<file path="src/hdl/sm4_pkg.sv">
// Shared constants and functions for the SM4 block cipher.
// Holds the S-box, the system constants FK and the round constant generator.
// No dependencies; used by sm4_round and sm4_block_cipher_top.
package sm4_pkg;

    localparam int ROUNDS = 32;
    localparam int ROUND_W = 5;
    localparam int CFG_INDEX_W = 2;

    localparam logic [CFG_INDEX_W-1:0] CFG_KEY_HIGH = 2'd0;
    localparam logic [CFG_INDEX_W-1:0] CFG_KEY_LOW = 2'd1;

    localparam logic [31:0] FK0 = 32'ha3b1bac6;
    localparam logic [31:0] FK1 = 32'h56aa3350;
    localparam logic [31:0] FK2 = 32'h677d9197;
    localparam logic [31:0] FK3 = 32'hb27022dc;

    localparam logic [7:0] SBOX [256] = '{
        8'hd6,8'h90,8'he9,8'hfe,8'hcc,8'he1,8'h3d,8'hb7,
        8'h16,8'hb6,8'h14,8'hc2,8'h28,8'hfb,8'h2c,8'h05,
        8'h2b,8'h67,8'h9a,8'h76,8'h2a,8'hbe,8'h04,8'hc3,
        8'haa,8'h44,8'h13,8'h26,8'h49,8'h86,8'h06,8'h99,
        8'h9c,8'h42,8'h50,8'hf4,8'h91,8'hef,8'h98,8'h7a,
        8'h33,8'h54,8'h0b,8'h43,8'hed,8'hcf,8'hac,8'h62,
        8'he4,8'hb3,8'h1c,8'ha9,8'hc9,8'h08,8'he8,8'h95,
        8'h80,8'hdf,8'h94,8'hfa,8'h75,8'h8f,8'h3f,8'ha6,
        8'h47,8'h07,8'ha7,8'hfc,8'hf3,8'h73,8'h17,8'hba,
        8'h83,8'h59,8'h3c,8'h19,8'he6,8'h85,8'h4f,8'ha8,
        8'h68,8'h6b,8'h81,8'hb2,8'h71,8'h64,8'hda,8'h8b,
        8'hf8,8'heb,8'h0f,8'h4b,8'h70,8'h56,8'h9d,8'h35,
        8'h1e,8'h24,8'h0e,8'h5e,8'h63,8'h58,8'hd1,8'ha2,
        8'h25,8'h22,8'h7c,8'h3b,8'h01,8'h21,8'h78,8'h87,
        8'hd4,8'h00,8'h46,8'h57,8'h9f,8'hd3,8'h27,8'h52,
        8'h4c,8'h36,8'h02,8'he7,8'ha0,8'hc4,8'hc8,8'h9e,
        8'hea,8'hbf,8'h8a,8'hd2,8'h40,8'hc7,8'h38,8'hb5,
        8'ha3,8'hf7,8'hf2,8'hce,8'hf9,8'h61,8'h15,8'ha1,
        8'he0,8'hae,8'h5d,8'ha4,8'h9b,8'h34,8'h1a,8'h55,
        8'had,8'h93,8'h32,8'h30,8'hf5,8'h8c,8'hb1,8'he3,
        8'h1d,8'hf6,8'he2,8'h2e,8'h82,8'h66,8'hca,8'h60,
        8'hc0,8'h29,8'h23,8'hab,8'h0d,8'h53,8'h4e,8'h6f,
        8'hd5,8'hdb,8'h37,8'h45,8'hde,8'hfd,8'h8e,8'h2f,
        8'h03,8'hff,8'h6a,8'h72,8'h6d,8'h6c,8'h5b,8'h51,
        8'h8d,8'h1b,8'haf,8'h92,8'hbb,8'hdd,8'hbc,8'h7f,
        8'h11,8'hd9,8'h5c,8'h41,8'h1f,8'h10,8'h5a,8'hd8,
        8'h0a,8'hc1,8'h31,8'h88,8'ha5,8'hcd,8'h7b,8'hbd,
        8'h2d,8'h74,8'hd0,8'h12,8'hb8,8'he5,8'hb4,8'hb0,
        8'h89,8'h69,8'h97,8'h4a,8'h0c,8'h96,8'h77,8'h7e,
        8'h65,8'hb9,8'hf1,8'h09,8'hc5,8'h6e,8'hc6,8'h84,
        8'h18,8'hf0,8'h7d,8'hec,8'h3a,8'hdc,8'h4d,8'h20,
        8'h79,8'hee,8'h5f,8'h3e,8'hd7,8'hcb,8'h39,8'h48
    };

    function automatic logic [31:0] sub_word(input logic [31:0] v);
        return {SBOX[v[31:24]], SBOX[v[23:16]], SBOX[v[15:8]], SBOX[v[7:0]]};
    endfunction

    // Byte j of round constant i is 7 * (4i + j) modulo 256.
    function automatic logic [31:0] round_const(input logic [ROUND_W-1:0] idx);
        logic [7:0] base;
        base = 8'({1'b0, idx, 2'b00} * 8'd7);
        return {base, 8'(base + 8'd7), 8'(base + 8'd14), 8'(base + 8'd21)};
    endfunction

endpackage

</file>
<file path="src/hdl/sm4_round.sv">
// Shared SM4 round function: byte-wise S-box followed by a linear map.
// Selects the data map L or the key schedule map L'.
// Depends on sm4_pkg.
module sm4_round
(
    input  logic        key_mode,
    input  logic [31:0] data_in,
    output logic [31:0] data_out
);

    logic [31:0] s;
    logic [31:0] lin_data;
    logic [31:0] lin_key;

    assign s = sm4_pkg::sub_word(data_in);

    assign lin_data = s ^ {s[29:0], s[31:30]} ^ {s[21:0], s[31:22]}
                    ^ {s[13:0], s[31:14]} ^ {s[7:0], s[31:8]};
    assign lin_key  = s ^ {s[18:0], s[31:19]} ^ {s[8:0], s[31:9]};

    assign data_out = key_mode ? lin_key : lin_data;

endmodule

</file>
<file path="src/hdl/sm4_block_cipher_top.sv">
// SM4 block cipher top level with key schedule sequencer and round key store.
// Depends on sm4_pkg and sm4_round.
//
// Usage:
// The key is written through the configuration channel (cfg_valid, cfg_ready,
// cfg_index, cfg_data): index 0 holds key words 0 and 1, index 1 holds key
// words 2 and 3. Other indexes are ignored. Every key write starts a key
// expansion, during which in_ready stays low. While a key write is offered,
// in_ready is also held low so that the write goes first.
// A block is a transfer on the input channel (in_valid, in_ready) with the
// operation bit req_type (0 encrypt, 1 decrypt) and four 32-bit words.
// One shared round unit runs one round per cycle while it is not stalled, and
// the result is registered for the output channel (out_valid, out_ready)
// after the last round. A new block is taken only in idle, once the previous
// result is registered, so only one block is in the rounds at a time.
// The result waits in an output register; a new block may be accepted while
// it waits. If the receiver still stalls when the next block finishes, the
// last round holds until the output register is free.
// Reset clears the key to zero and runs the key expansion for it.
module sm4_block_cipher_top
(
    input  logic        clk,
    input  logic        rst_n,
    input  logic        cfg_valid,
    output logic        cfg_ready,
    input  logic [1:0]  cfg_index,
    input  logic [63:0] cfg_data,
    input  logic        in_valid,
    output logic        in_ready,
    input  logic        req_type,
    input  logic [31:0] in_word0,
    input  logic [31:0] in_word1,
    input  logic [31:0] in_word2,
    input  logic [31:0] in_word3,
    output logic        out_valid,
    input  logic        out_ready,
    output logic [31:0] out_word0,
    output logic [31:0] out_word1,
    output logic [31:0] out_word2,
    output logic [31:0] out_word3
);

    typedef enum logic [1:0] {ST_LOAD, ST_KEYEXP, ST_IDLE, ST_RUN} state_t;

    localparam logic [sm4_pkg::ROUND_W-1:0] LAST_ROUND =
        sm4_pkg::ROUND_W'(sm4_pkg::ROUNDS - 1);

    state_t                        state_reg;
    logic [sm4_pkg::ROUND_W-1:0]   cnt_reg;
    logic                          dec_reg;
    logic [31:0]                   w_reg [4];
    logic [63:0]                   key_high_reg;
    logic [63:0]                   key_low_reg;
    logic                          out_valid_reg;
    logic [31:0]                   out_word0_reg;
    logic [31:0]                   out_word1_reg;
    logic [31:0]                   out_word2_reg;
    logic [31:0]                   out_word3_reg;

    logic [31:0]                   rk_mem [sm4_pkg::ROUNDS];
    logic [31:0]                   rk_reg;
    logic [sm4_pkg::ROUND_W-1:0]   rd_addr;
    logic [sm4_pkg::ROUND_W-1:0]   cnt_inc;
    logic                          rk_load;

    logic        key_mode;
    logic [31:0] round_in;
    logic [31:0] round_out;
    logic [31:0] new_word;
    logic        last_round;
    logic        run_advance;
    logic        block_done;
    logic        in_xfer;
    logic        cfg_xfer;
    logic        cfg_write;

    assign in_ready  = (state_reg == ST_IDLE) && !cfg_valid;
    assign cfg_ready = (state_reg != ST_RUN);
    assign out_valid = out_valid_reg;
    assign out_word0 = out_word0_reg;
    assign out_word1 = out_word1_reg;
    assign out_word2 = out_word2_reg;
    assign out_word3 = out_word3_reg;

    assign in_xfer   = in_valid && in_ready;
    assign cfg_xfer  = cfg_valid && cfg_ready;
    assign cfg_write = cfg_xfer && ((cfg_index == sm4_pkg::CFG_KEY_HIGH)
                                 || (cfg_index == sm4_pkg::CFG_KEY_LOW));

    assign key_mode    = (state_reg == ST_KEYEXP);
    assign last_round  = (cnt_reg == LAST_ROUND);
    assign run_advance = !last_round || !out_valid_reg || out_ready;
    assign block_done  = (state_reg == ST_RUN) && last_round && run_advance;

    assign round_in = w_reg[1] ^ w_reg[2] ^ w_reg[3]
                    ^ (key_mode ? sm4_pkg::round_const(cnt_reg) : rk_reg);
    assign new_word = w_reg[0] ^ round_out;

    sm4_round u_round
    (
        .key_mode (key_mode),
        .data_in  (round_in),
        .data_out (round_out)
    );

    assign cnt_inc = cnt_reg + 1'b1;
    assign rk_load = (state_reg == ST_IDLE) || ((state_reg == ST_RUN) && run_advance);

    always_comb
    begin
        if (state_reg == ST_IDLE)
        begin
            rd_addr = req_type ? LAST_ROUND : '0;
        end
        else
        begin
            rd_addr = dec_reg ? ~cnt_inc : cnt_inc;
        end
    end

    always_ff @(posedge clk)
    begin
        if (state_reg == ST_KEYEXP)
        begin
            rk_mem[cnt_reg] <= new_word;
        end
        if (rk_load)
        begin
            rk_reg <= rk_mem[rd_addr];
        end
    end

    always_ff @(posedge clk or negedge rst_n)
    begin
        if (!rst_n)
        begin
            state_reg     <= ST_LOAD;
            cnt_reg       <= '0;
            dec_reg       <= 1'b0;
            w_reg         <= '{default: '0};
            key_high_reg  <= '0;
            key_low_reg   <= '0;
            out_valid_reg <= 1'b0;
            out_word0_reg <= '0;
            out_word1_reg <= '0;
            out_word2_reg <= '0;
            out_word3_reg <= '0;
        end
        else
        begin
            if (out_valid_reg && out_ready && !block_done)
            begin
                out_valid_reg <= 1'b0;
            end
            if (cfg_xfer && (cfg_index == sm4_pkg::CFG_KEY_HIGH))
            begin
                key_high_reg <= cfg_data;
            end
            if (cfg_xfer && (cfg_index == sm4_pkg::CFG_KEY_LOW))
            begin
                key_low_reg <= cfg_data;
            end

            // A key write restarts the schedule with the updated key.
            if (cfg_write)
            begin
                cnt_reg   <= '0;
                state_reg <= ST_LOAD;
            end
            else
            begin
                unique case (state_reg)
                    ST_LOAD:
                    begin
                        w_reg[0]  <= key_high_reg[63:32] ^ sm4_pkg::FK0;
                        w_reg[1]  <= key_high_reg[31:0] ^ sm4_pkg::FK1;
                        w_reg[2]  <= key_low_reg[63:32] ^ sm4_pkg::FK2;
                        w_reg[3]  <= key_low_reg[31:0] ^ sm4_pkg::FK3;
                        cnt_reg   <= '0;
                        state_reg <= ST_KEYEXP;
                    end
                    ST_KEYEXP:
                    begin
                        w_reg     <= '{w_reg[1], w_reg[2], w_reg[3], new_word};
                        cnt_reg   <= cnt_inc;
                        if (last_round)
                        begin
                            state_reg <= ST_IDLE;
                        end
                    end
                    ST_IDLE:
                    begin
                        if (in_xfer)
                        begin
                            w_reg     <= '{in_word0, in_word1, in_word2, in_word3};
                            dec_reg   <= req_type;
                            cnt_reg   <= '0;
                            state_reg <= ST_RUN;
                        end
                    end
                    ST_RUN:
                    begin
                        if (run_advance)
                        begin
                            w_reg   <= '{w_reg[1], w_reg[2], w_reg[3], new_word};
                            cnt_reg <= cnt_inc;
                            if (last_round)
                            begin
                                out_word0_reg <= new_word;
                                out_word1_reg <= w_reg[3];
                                out_word2_reg <= w_reg[2];
                                out_word3_reg <= w_reg[1];
                                out_valid_reg <= 1'b1;
                                state_reg     <= ST_IDLE;
                            end
                        end
                    end
                    default:
                    begin
                        state_reg <= ST_LOAD;
                    end
                endcase
            end
        end
    end

`ifndef SYNTH
    assert property (@(posedge clk) disable iff (!rst_n)
        in_xfer |=> (state_reg == ST_RUN) && (cnt_reg == '0) && !in_ready)
        else $error("input transfer did not start a block");

    assert property (@(posedge clk) disable iff (!rst_n)
        block_done |=> out_valid_reg && (state_reg == ST_IDLE) && (cnt_reg == '0))
        else $error("final round did not register a result");

    assert property (@(posedge clk) disable iff (!rst_n)
        $rose(out_valid_reg) |-> $past(state_reg == ST_RUN))
        else $error("result appeared without a running block");

    assert property (@(posedge clk) disable iff (!rst_n)
        ((state_reg == ST_RUN) && !run_advance) |=> $stable(cnt_reg) && $stable(rk_reg))
        else $error("stalled final round moved on");

    assert property (@(posedge clk) disable iff (!rst_n)
        cfg_write |=> (state_reg == ST_LOAD) && !in_ready)
        else $error("key write did not restart the key schedule");
`endif

endmodule

</file>
<file path="config.mk">
export PLATFORM = sky130hd
export DESIGN_NAME = sm4_block_cipher_top
export DESIGN_NICKNAME = d
export VERILOG_FILES = /design/src/hdl/sm4_pkg.sv /design/src/hdl/sm4_round.sv /design/src/hdl/sm4_block_cipher_top.sv
export SDC_FILE = /design/constraint.sdc
export NUM_CORES = 2
export LEC_CHECK = 0
export BUFFER_PORTS_ARGS = -buffer_cell sky130_fd_sc_hd__buf_4
export CORE_AREA = 4 4 348 350
export DETAILED_ROUTE_END_ITERATION = 7
export DIE_AREA = 0 0 352 354
export HOLD_SLACK_MARGIN = 0.1
export MAX_ROUTING_LAYER = met4
export PLACE_DENSITY = 0.86
export SLEW_MARGIN = 0
export SYNTH_ARGS = -nofsm -noshare
export SYNTH_HDL_FRONTEND = slang
export SYNTH_HIERARCHICAL = 1
export SYNTH_SLANG_ARGS = --single-unit
</file>
<file path="constraint.sdc">
create_clock -name clk -period 20.4 [get_ports clk]
set_input_delay 2.04 -clock clk [delete_from_list [all_inputs] [get_ports clk]]
set_output_delay 2.04 -clock clk [all_outputs]
set_load 0.02 [all_outputs]
</file>
# == After elaboration in Yosys (flattened, before gate mapping) ==
# Memories as Yosys holds them, arrays and structs flattened. A register that Yosys moved wholly into a read port is not among the register bits.
# Cells that the tools add are included.
# Widths: inputs -> output; s select.
# op_classes
n_bitwise,20
n_addsub,4
eq_ne,10
n_shift,0
n_mul,1
n_mux,32
div_mod_pow,0
n_reduce_logical,25
n_lt_le_gt_ge,4
# ops
cell,n
$pmux 128 s4,1
$xor 32x32->32,10
$mux 128,2
$mux 32,2
$mux 8,8
$ge 9x9->1 const B,4
$not 8->9,4
$mux 5,6
$not 14->14,2
$pmux 5 s4,1
$not 19->19,1
$not 17->17,1
$logic_and 1x1->1,11
$add 8x3->8 const B,1
$add 8x4->8 const B,1
$add 8x5->8 const B,1
$mux 2,4
$pmux 2 s4,1
$mux 1,7
$mul 5x3->6 const B,1
$ne 2x2->1 const B,3
$ne 3x3->1 const B,2
$reduce_and 3->1,2
$add 5x1->5 const B,1
10 further kinds,19
# totals
romBits,8192
in_bits,200
latch_bits,0
reg_bits,393
out_inout_bits,131
elab_cells,115
n_memories,5
mem_bits_rw,1024
# mem_list
memory,depth,word_bits,read_ports,rd_clocked_by_memory_dff,wr,line_no,source
(no name shown),256,8,1,0,0,sm4_pkg.sv:54,"return {SBOX[v[31:24]], SBOX[v[23:16]], SBOX[v[15:8]], SBOX[v[7:0]]};"
(no name shown),256,8,1,0,0,sm4_pkg.sv:54,
(no name shown),256,8,1,0,0,sm4_pkg.sv:54,
(no name shown),256,8,1,0,0,sm4_pkg.sv:54,
rk_mem,32,32,1,1,1,sm4_block_cipher_top.sv:60,logic [31:0] rk_mem [sm4_pkg::ROUNDS];

# == Longest topological paths before layout ==
# logic_depth
ltp_word,16
mapped_depth,27
ltp_nobuf,21

# == Hierarchy ==
# Netlist, hierarchy kept.
# modules_own_cells
mod,cells_each,area_each_um2,seq_area_each_um2,instances
sm4_block_cipher_top,4175,59578.4,41544.8,1
sm4_round,2507,16584.7,0.0,1

# == Least setup slack after synthesis ==
# No wires, ideal clock.
# synth_path
kind,register to register
startpoint,register state_reg[0]
endpoint,register w_reg[27] (netlist bit)
arrival_time_ns,6.673
path_slack_ns,13.644
required_time_ns,20.317
n_path_buf,7
period_less_slack_ns,6.756
setup_time_ns,0.083
stages_incl_launch_ff,26
cell_sequence,dfrtp_1 > buf_2 > nand2b_1 > clkbuf_1 > inv_1 > buf_1 > nor2_1 > xnor2_1 > clkbuf_1 > clkbuf_1 > inv_1 > ha_1 > clkbuf_1 > or2_2 > clkbuf_1 > nand3_1 > o311ai_0 > a221o_1 > a32oi_1 > inv_1 > xnor3_1 > mux2_2 > xnor2_1 > xor2_1 > a21oi_1 > o21ai_0
# synth_between
word_cells_on_any_way,41
classes_between,eq/ne: 6; mux: 12; bitwise: 13; reduce/logical: 6; memory: 4
# synth_rtl
item,line_no,source
"start, declared",sm4_block_cipher_top.sv:48,state_t state_reg;
"start signal, assigned",sm4_block_cipher_top.sv:137,state_reg <= ST_LOAD;
"start signal, assigned",sm4_block_cipher_top.sv:168,state_reg <= ST_LOAD;
"start signal, assigned",sm4_block_cipher_top.sv:180,state_reg <= ST_KEYEXP;
$eq 2x1->1 (*),sm4_block_cipher_top.sv:90,assign key_mode = (state_reg == ST_KEYEXP);
via key_mode,sm4_block_cipher_top.sv:66,logic key_mode;
$mux 32 (*),sm4_block_cipher_top.sv:96,^ (key_mode ? sm4_pkg::round_const(cnt_reg) : rk_reg);
$xor 32x32->32 (*),sm4_block_cipher_top.sv:96,
via round_in[16],sm4_block_cipher_top.sv:67,logic [31:0] round_in;
$not 8->9 (implied by the code) (*),sm4_pkg.sv:54,
$mem_v2 256x8 (*),n/a,
$mux 8 (implied by the code) (*) (2 in a row),sm4_pkg.sv:54,
$xor 32x32->32 (*),sm4_round.sv:17,"assign lin_data = s ^ {s[29:0], s[31:30]} ^ {s[21:0], s[31:22]}"
$xor 32x32->32 (*) (2 in a row),sm4_round.sv:18,"^ {s[13:0], s[31:14]} ^ {s[7:0], s[31:8]};"
$mux 32 (*),sm4_round.sv:21,assign data_out = key_mode ? lin_key : lin_data;
via round_out[27],sm4_block_cipher_top.sv:68,logic [31:0] round_out;
$xor 32x32->32 (*),sm4_block_cipher_top.sv:97,assign new_word = w_reg[0] ^ round_out;
via new_word[27],sm4_block_cipher_top.sv:69,logic [31:0] new_word;
$mux 128,sm4_block_cipher_top.sv:203,if (run_advance)
$pmux 128 s4 (*),sm4_block_cipher_top.sv:172,unique case (state_reg)
"end signal, assigned",sm4_block_cipher_top.sv:184,"w_reg <= '{w_reg[1], w_reg[2], w_reg[3], new_word};"
"end signal, assigned",sm4_block_cipher_top.sv:195,"w_reg <= '{in_word0, in_word1, in_word2, in_word3};"
"end signal, assigned",sm4_block_cipher_top.sv:205,"w_reg <= '{w_reg[1], w_reg[2], w_reg[3], new_word};"
"end, declared",sm4_block_cipher_top.sv:51,logic [31:0] w_reg [4];
# Mark *: on every way through the listed nets, which the timed path passes. The rest lies on a longest branch. The select of a mux whose other input is x is not followed.
# A chain may end at the register's enable or synchronous reset.

# == Worst setup path in the final report ==
# layout_path
startpoint,register state_reg[1]
endpoint,"memory rk_mem[7][25], data pin"
# layout_between
elab_chain_len,13
word_cells_on_any_way,27
classes_between,eq/ne: 1; mux: 10; bitwise: 12; memory: 4
# layout_rtl
item,line_no
$eq 2x1->1,sm4_block_cipher_top.sv:90
$mux 32,sm4_block_cipher_top.sv:96
$xor 32x32->32,sm4_block_cipher_top.sv:96
via round_in[17],sm4_block_cipher_top.sv:67
$not 8->9 (implied by the code),sm4_pkg.sv:54
$mem_v2 256x8,n/a
$mux 8 (implied by the code) (2 in a row),sm4_pkg.sv:54
$xor 32x32->32 (2 in a row),sm4_round.sv:17
$xor 32x32->32 (2 in a row),sm4_round.sv:18
$mux 32,sm4_round.sv:21
via round_out[25],sm4_block_cipher_top.sv:68
$xor 32x32->32,sm4_block_cipher_top.sv:97
via new_word[25],sm4_block_cipher_top.sv:69
"end, declared",sm4_block_cipher_top.sv:60
# The timed path passes the listed nets, and every way through them passes these cells. The select of a mux whose other input is x is not followed.

==> metrics.cfg <==
[setup_path]
start_kind = register
cpMaxStageDelayCell = o21ai_0
slowest_delay_ps = 940
reg2reg_slack_ps = 11300
rr_worst_depth = 19
crit_end = rk_mem[7][25]
crit_top_cell = xnor2_1
cp_data_arrival_time_ps = 9560
worstPathRequired_ps = 20860
startpoint = state_reg[1]
critPathTopFamily = compound AO/OA/AOI/OAI gates
cp.depth = 19
regToRegEndpoint = rk_mem[7][25]
worstPathCellList = nand2b_2 > inv_2 > buf_4 > nor2_1 > xnor2_2 > buf_4 > inv_1 > ha_1 > or2_2 > a31oi_1 > o31a_1 > o311ai_0 > a22oi_1 > xnor2_1 > xnor2_1 > xnor2_1 > o21ai_0 > xnor2_1 > inv_1
path_max_fanout = 64
end_kind = register
timing.rr.start = state_reg[1]
crit_buf_inv = 5
path_class = register to register

[logic_synthesis]
synthesis.nets = 6953
synthesis.area_mm2 = 0.0762
ys.flop_type = edfxtp_1
async_reset_ff_share_pct = 27.1
synth_top_area_cell = edfxtp_1
avgSynthCellArea_um2 = 11.4
ys_warn_count = 6
synthCells = 6682
synth_area_leaders = edfxtp_1, dfrtp_1, mux2i_1
synth.top_cell.area_share_pct = 41.6
ys_types = 113
synth.ff_latch_count = 1449
ys_seq_area_share_pct = 54.5
synth-edff-count = 1056

[flow_run]
max-cap-violations = 0

[clock_tree]
worstSkewPairLatency_ps = 850
path_clk_slew_ps = 60
postCtsSetupBuffers = 0
clock_path_buffers = 3
cts_made_buffers = 140
root_buffer = clkbuf_16
numClockSinks = 1449
cts_tree = yes
htreeDepth = 4
cts_resized = 0
cts_hold_buffers = 0

[cells_and_area]
final_common_cell = edfxtp_1
nNetsFinal = 7003
layout_common_cells = edfxtp_1, nand2_1, buf_4
drive_above_1_share_pct = 17.3
largest_reg_flops = 1024
fin_util_pct = 71.8
syn_to_final_growth_pct = 10.9

[placed_design]
portBuffers = 330
gp_congestion = 1.07
pre_cts_slack_ps = 11920
dp_hpwl_um = 184000

[timing]
fin_crit_ps = 9100
final.setup_skew_ps = 95.6
setup_viol = 0
tns_ps = 0
maxSlewViolCount = 0
fmax_mhz = 110
fin_crit_sh_pct = 44.6
rsz0062_at_grt = false
hold_viol_final = 0
layout_setup_ws_ps = 11300
slew_headroom_pct = 9.64
worst_pin_slew_ps = 1350

[routing]
drtAntennaViolNets = 0
vias_per_cell = 7.80
vias = 65500
drt_pass1_iterations = 8
dr.first_iter.drc_count = 13100
drc_errors = 39
wl_per_cell_um = 36.6
wl_um = 307000

[floorplanning]
die-area_mm2 = 0.125
initial_core_util_pct = 64.7
die_w_um = 352
placementRows = 126
io-pin-count = 331
coreArea_mm2 = 0.118
die_y_um = 354

[global_route]
grt_max_degree = 199
antenna_found_initial = 9
grt_util_all_layers_pct = 48.9
grt_pass1_wl_um = 436000
gr-total-overflow = 0
grt_pass1_vias = 62700

[outcome]
violations = DRC
outcome = finished, violations left

[min_path]
hold_class = register to register

==> per-layer routing <==
metal	routed length (um)	part of all wire, %	vias to the layer above	GRT usage [%]
met4	28400	9.3	0	33.5
met1	99100	32	31200	58.8
met5	0	0	-	-
li1	-	-	25600	-
met2	134000	44	6778	70.9
met3	45600	15	1931	15.1
==> stage by stage <==
| stage | cell area [um^2] | std cells | hold slack, ps |
|---|---|---|---|
| finish | 84500 | 8390 | 502 |
| CTS | 84500 | 8379 | 502 |
| global placement | 80000 | 8126 | 481 |
| floorplan | 76200 | 6682 | 469 |
| global route | 84500 | 8388 | 513 |
| detailed placement | 80000 | 8126 | 488 |
==> Yosys cell counts, drive strengths merged, types with 16 or more instances <==
master	count
edfxtp	1056
nand2	513
nor2	437
o21ai	407
dfrtp	393
a211oi	322
mux2i	311
a21oi	302
clkbuf	298
buf	297
mux2	263
o22ai	234
xnor2	192
inv	119
nand2b	110
a31oi	107
nand3	93
nor3	92
nor2b	84
xor2	84
ha	66
o41ai	64
o211ai	60
a221oi	55
o311ai	55
a311oi	47
and2	46
nor4	42
o31ai	35
o221ai	31
or2	29
mux4	24
a2111oi	23
a21o	23
o2111ai	22
a22oi	21
or3	20
a211o	18
nor3b	18
o21a	18
o311a	18
nand3b	16
==> area by class of cell <==
type	instances	area, um^2
inverters	126	473
multi-input cells	4512	32200
diodes	11	27.5
fillers	7208	33300
clock inverters	71	708
repair buffers	503	3830
clock buffers	182	3790
well taps	1536	1920
flip-flops and latches	1449	41600
==> logic make-up (layout without fill, tap and decap cells) <==
group           count (synthesis)  after routing  share of synthesized area (%)
simple gates                 1557           1557                           9.60
buf+inv                       721            882                           4.21
mux                           598            598                           8.69
xor+xnor                      291            291                           3.68
compound gates               1995           1995                           18.1
fa+ha+maj                      71             71                           1.22
other cells                     0             11                              0
flops                        1449           1449                           54.5
==> worst register-to-register path: stages (launching register included) <==
cell      delay [ps]
dfrtp_4          660
nand2b_2         620
inv_2            150
buf_4            570
nor2_1           170
xnor2_2          180
buf_4            380
inv_1            380
ha_1             690
or2_2            600
a31oi_1          480
o31a_1           220
o311ai_0         110
a22oi_1          880
xnor2_1          180
xnor2_1          190
xnor2_1          170
o21ai_0          940
xnor2_1          420
inv_1            800
==> how the worst min path moves through the flow <==
stage	slack, ps	start	cells after the start	to
6_report	500	key_high_reg[13]	1	key_high_reg[13]
5_1_grt	510	key_high_reg[13]	1	key_high_reg[13]
4_1_cts	500	key_low_reg[29]	1	key_low_reg[29]
3_5_place_dp	490	key_low_reg[29]	1	key_low_reg[29]
3_3_place_gp	480	key_low_reg[48]	1	key_low_reg[48]
2_1_floorplan	470	w_reg[101]	2	w_reg[101]
Power is not shown: default switching activity piles up to over one toggle a cycle in this logic, so the estimate is an artifact.
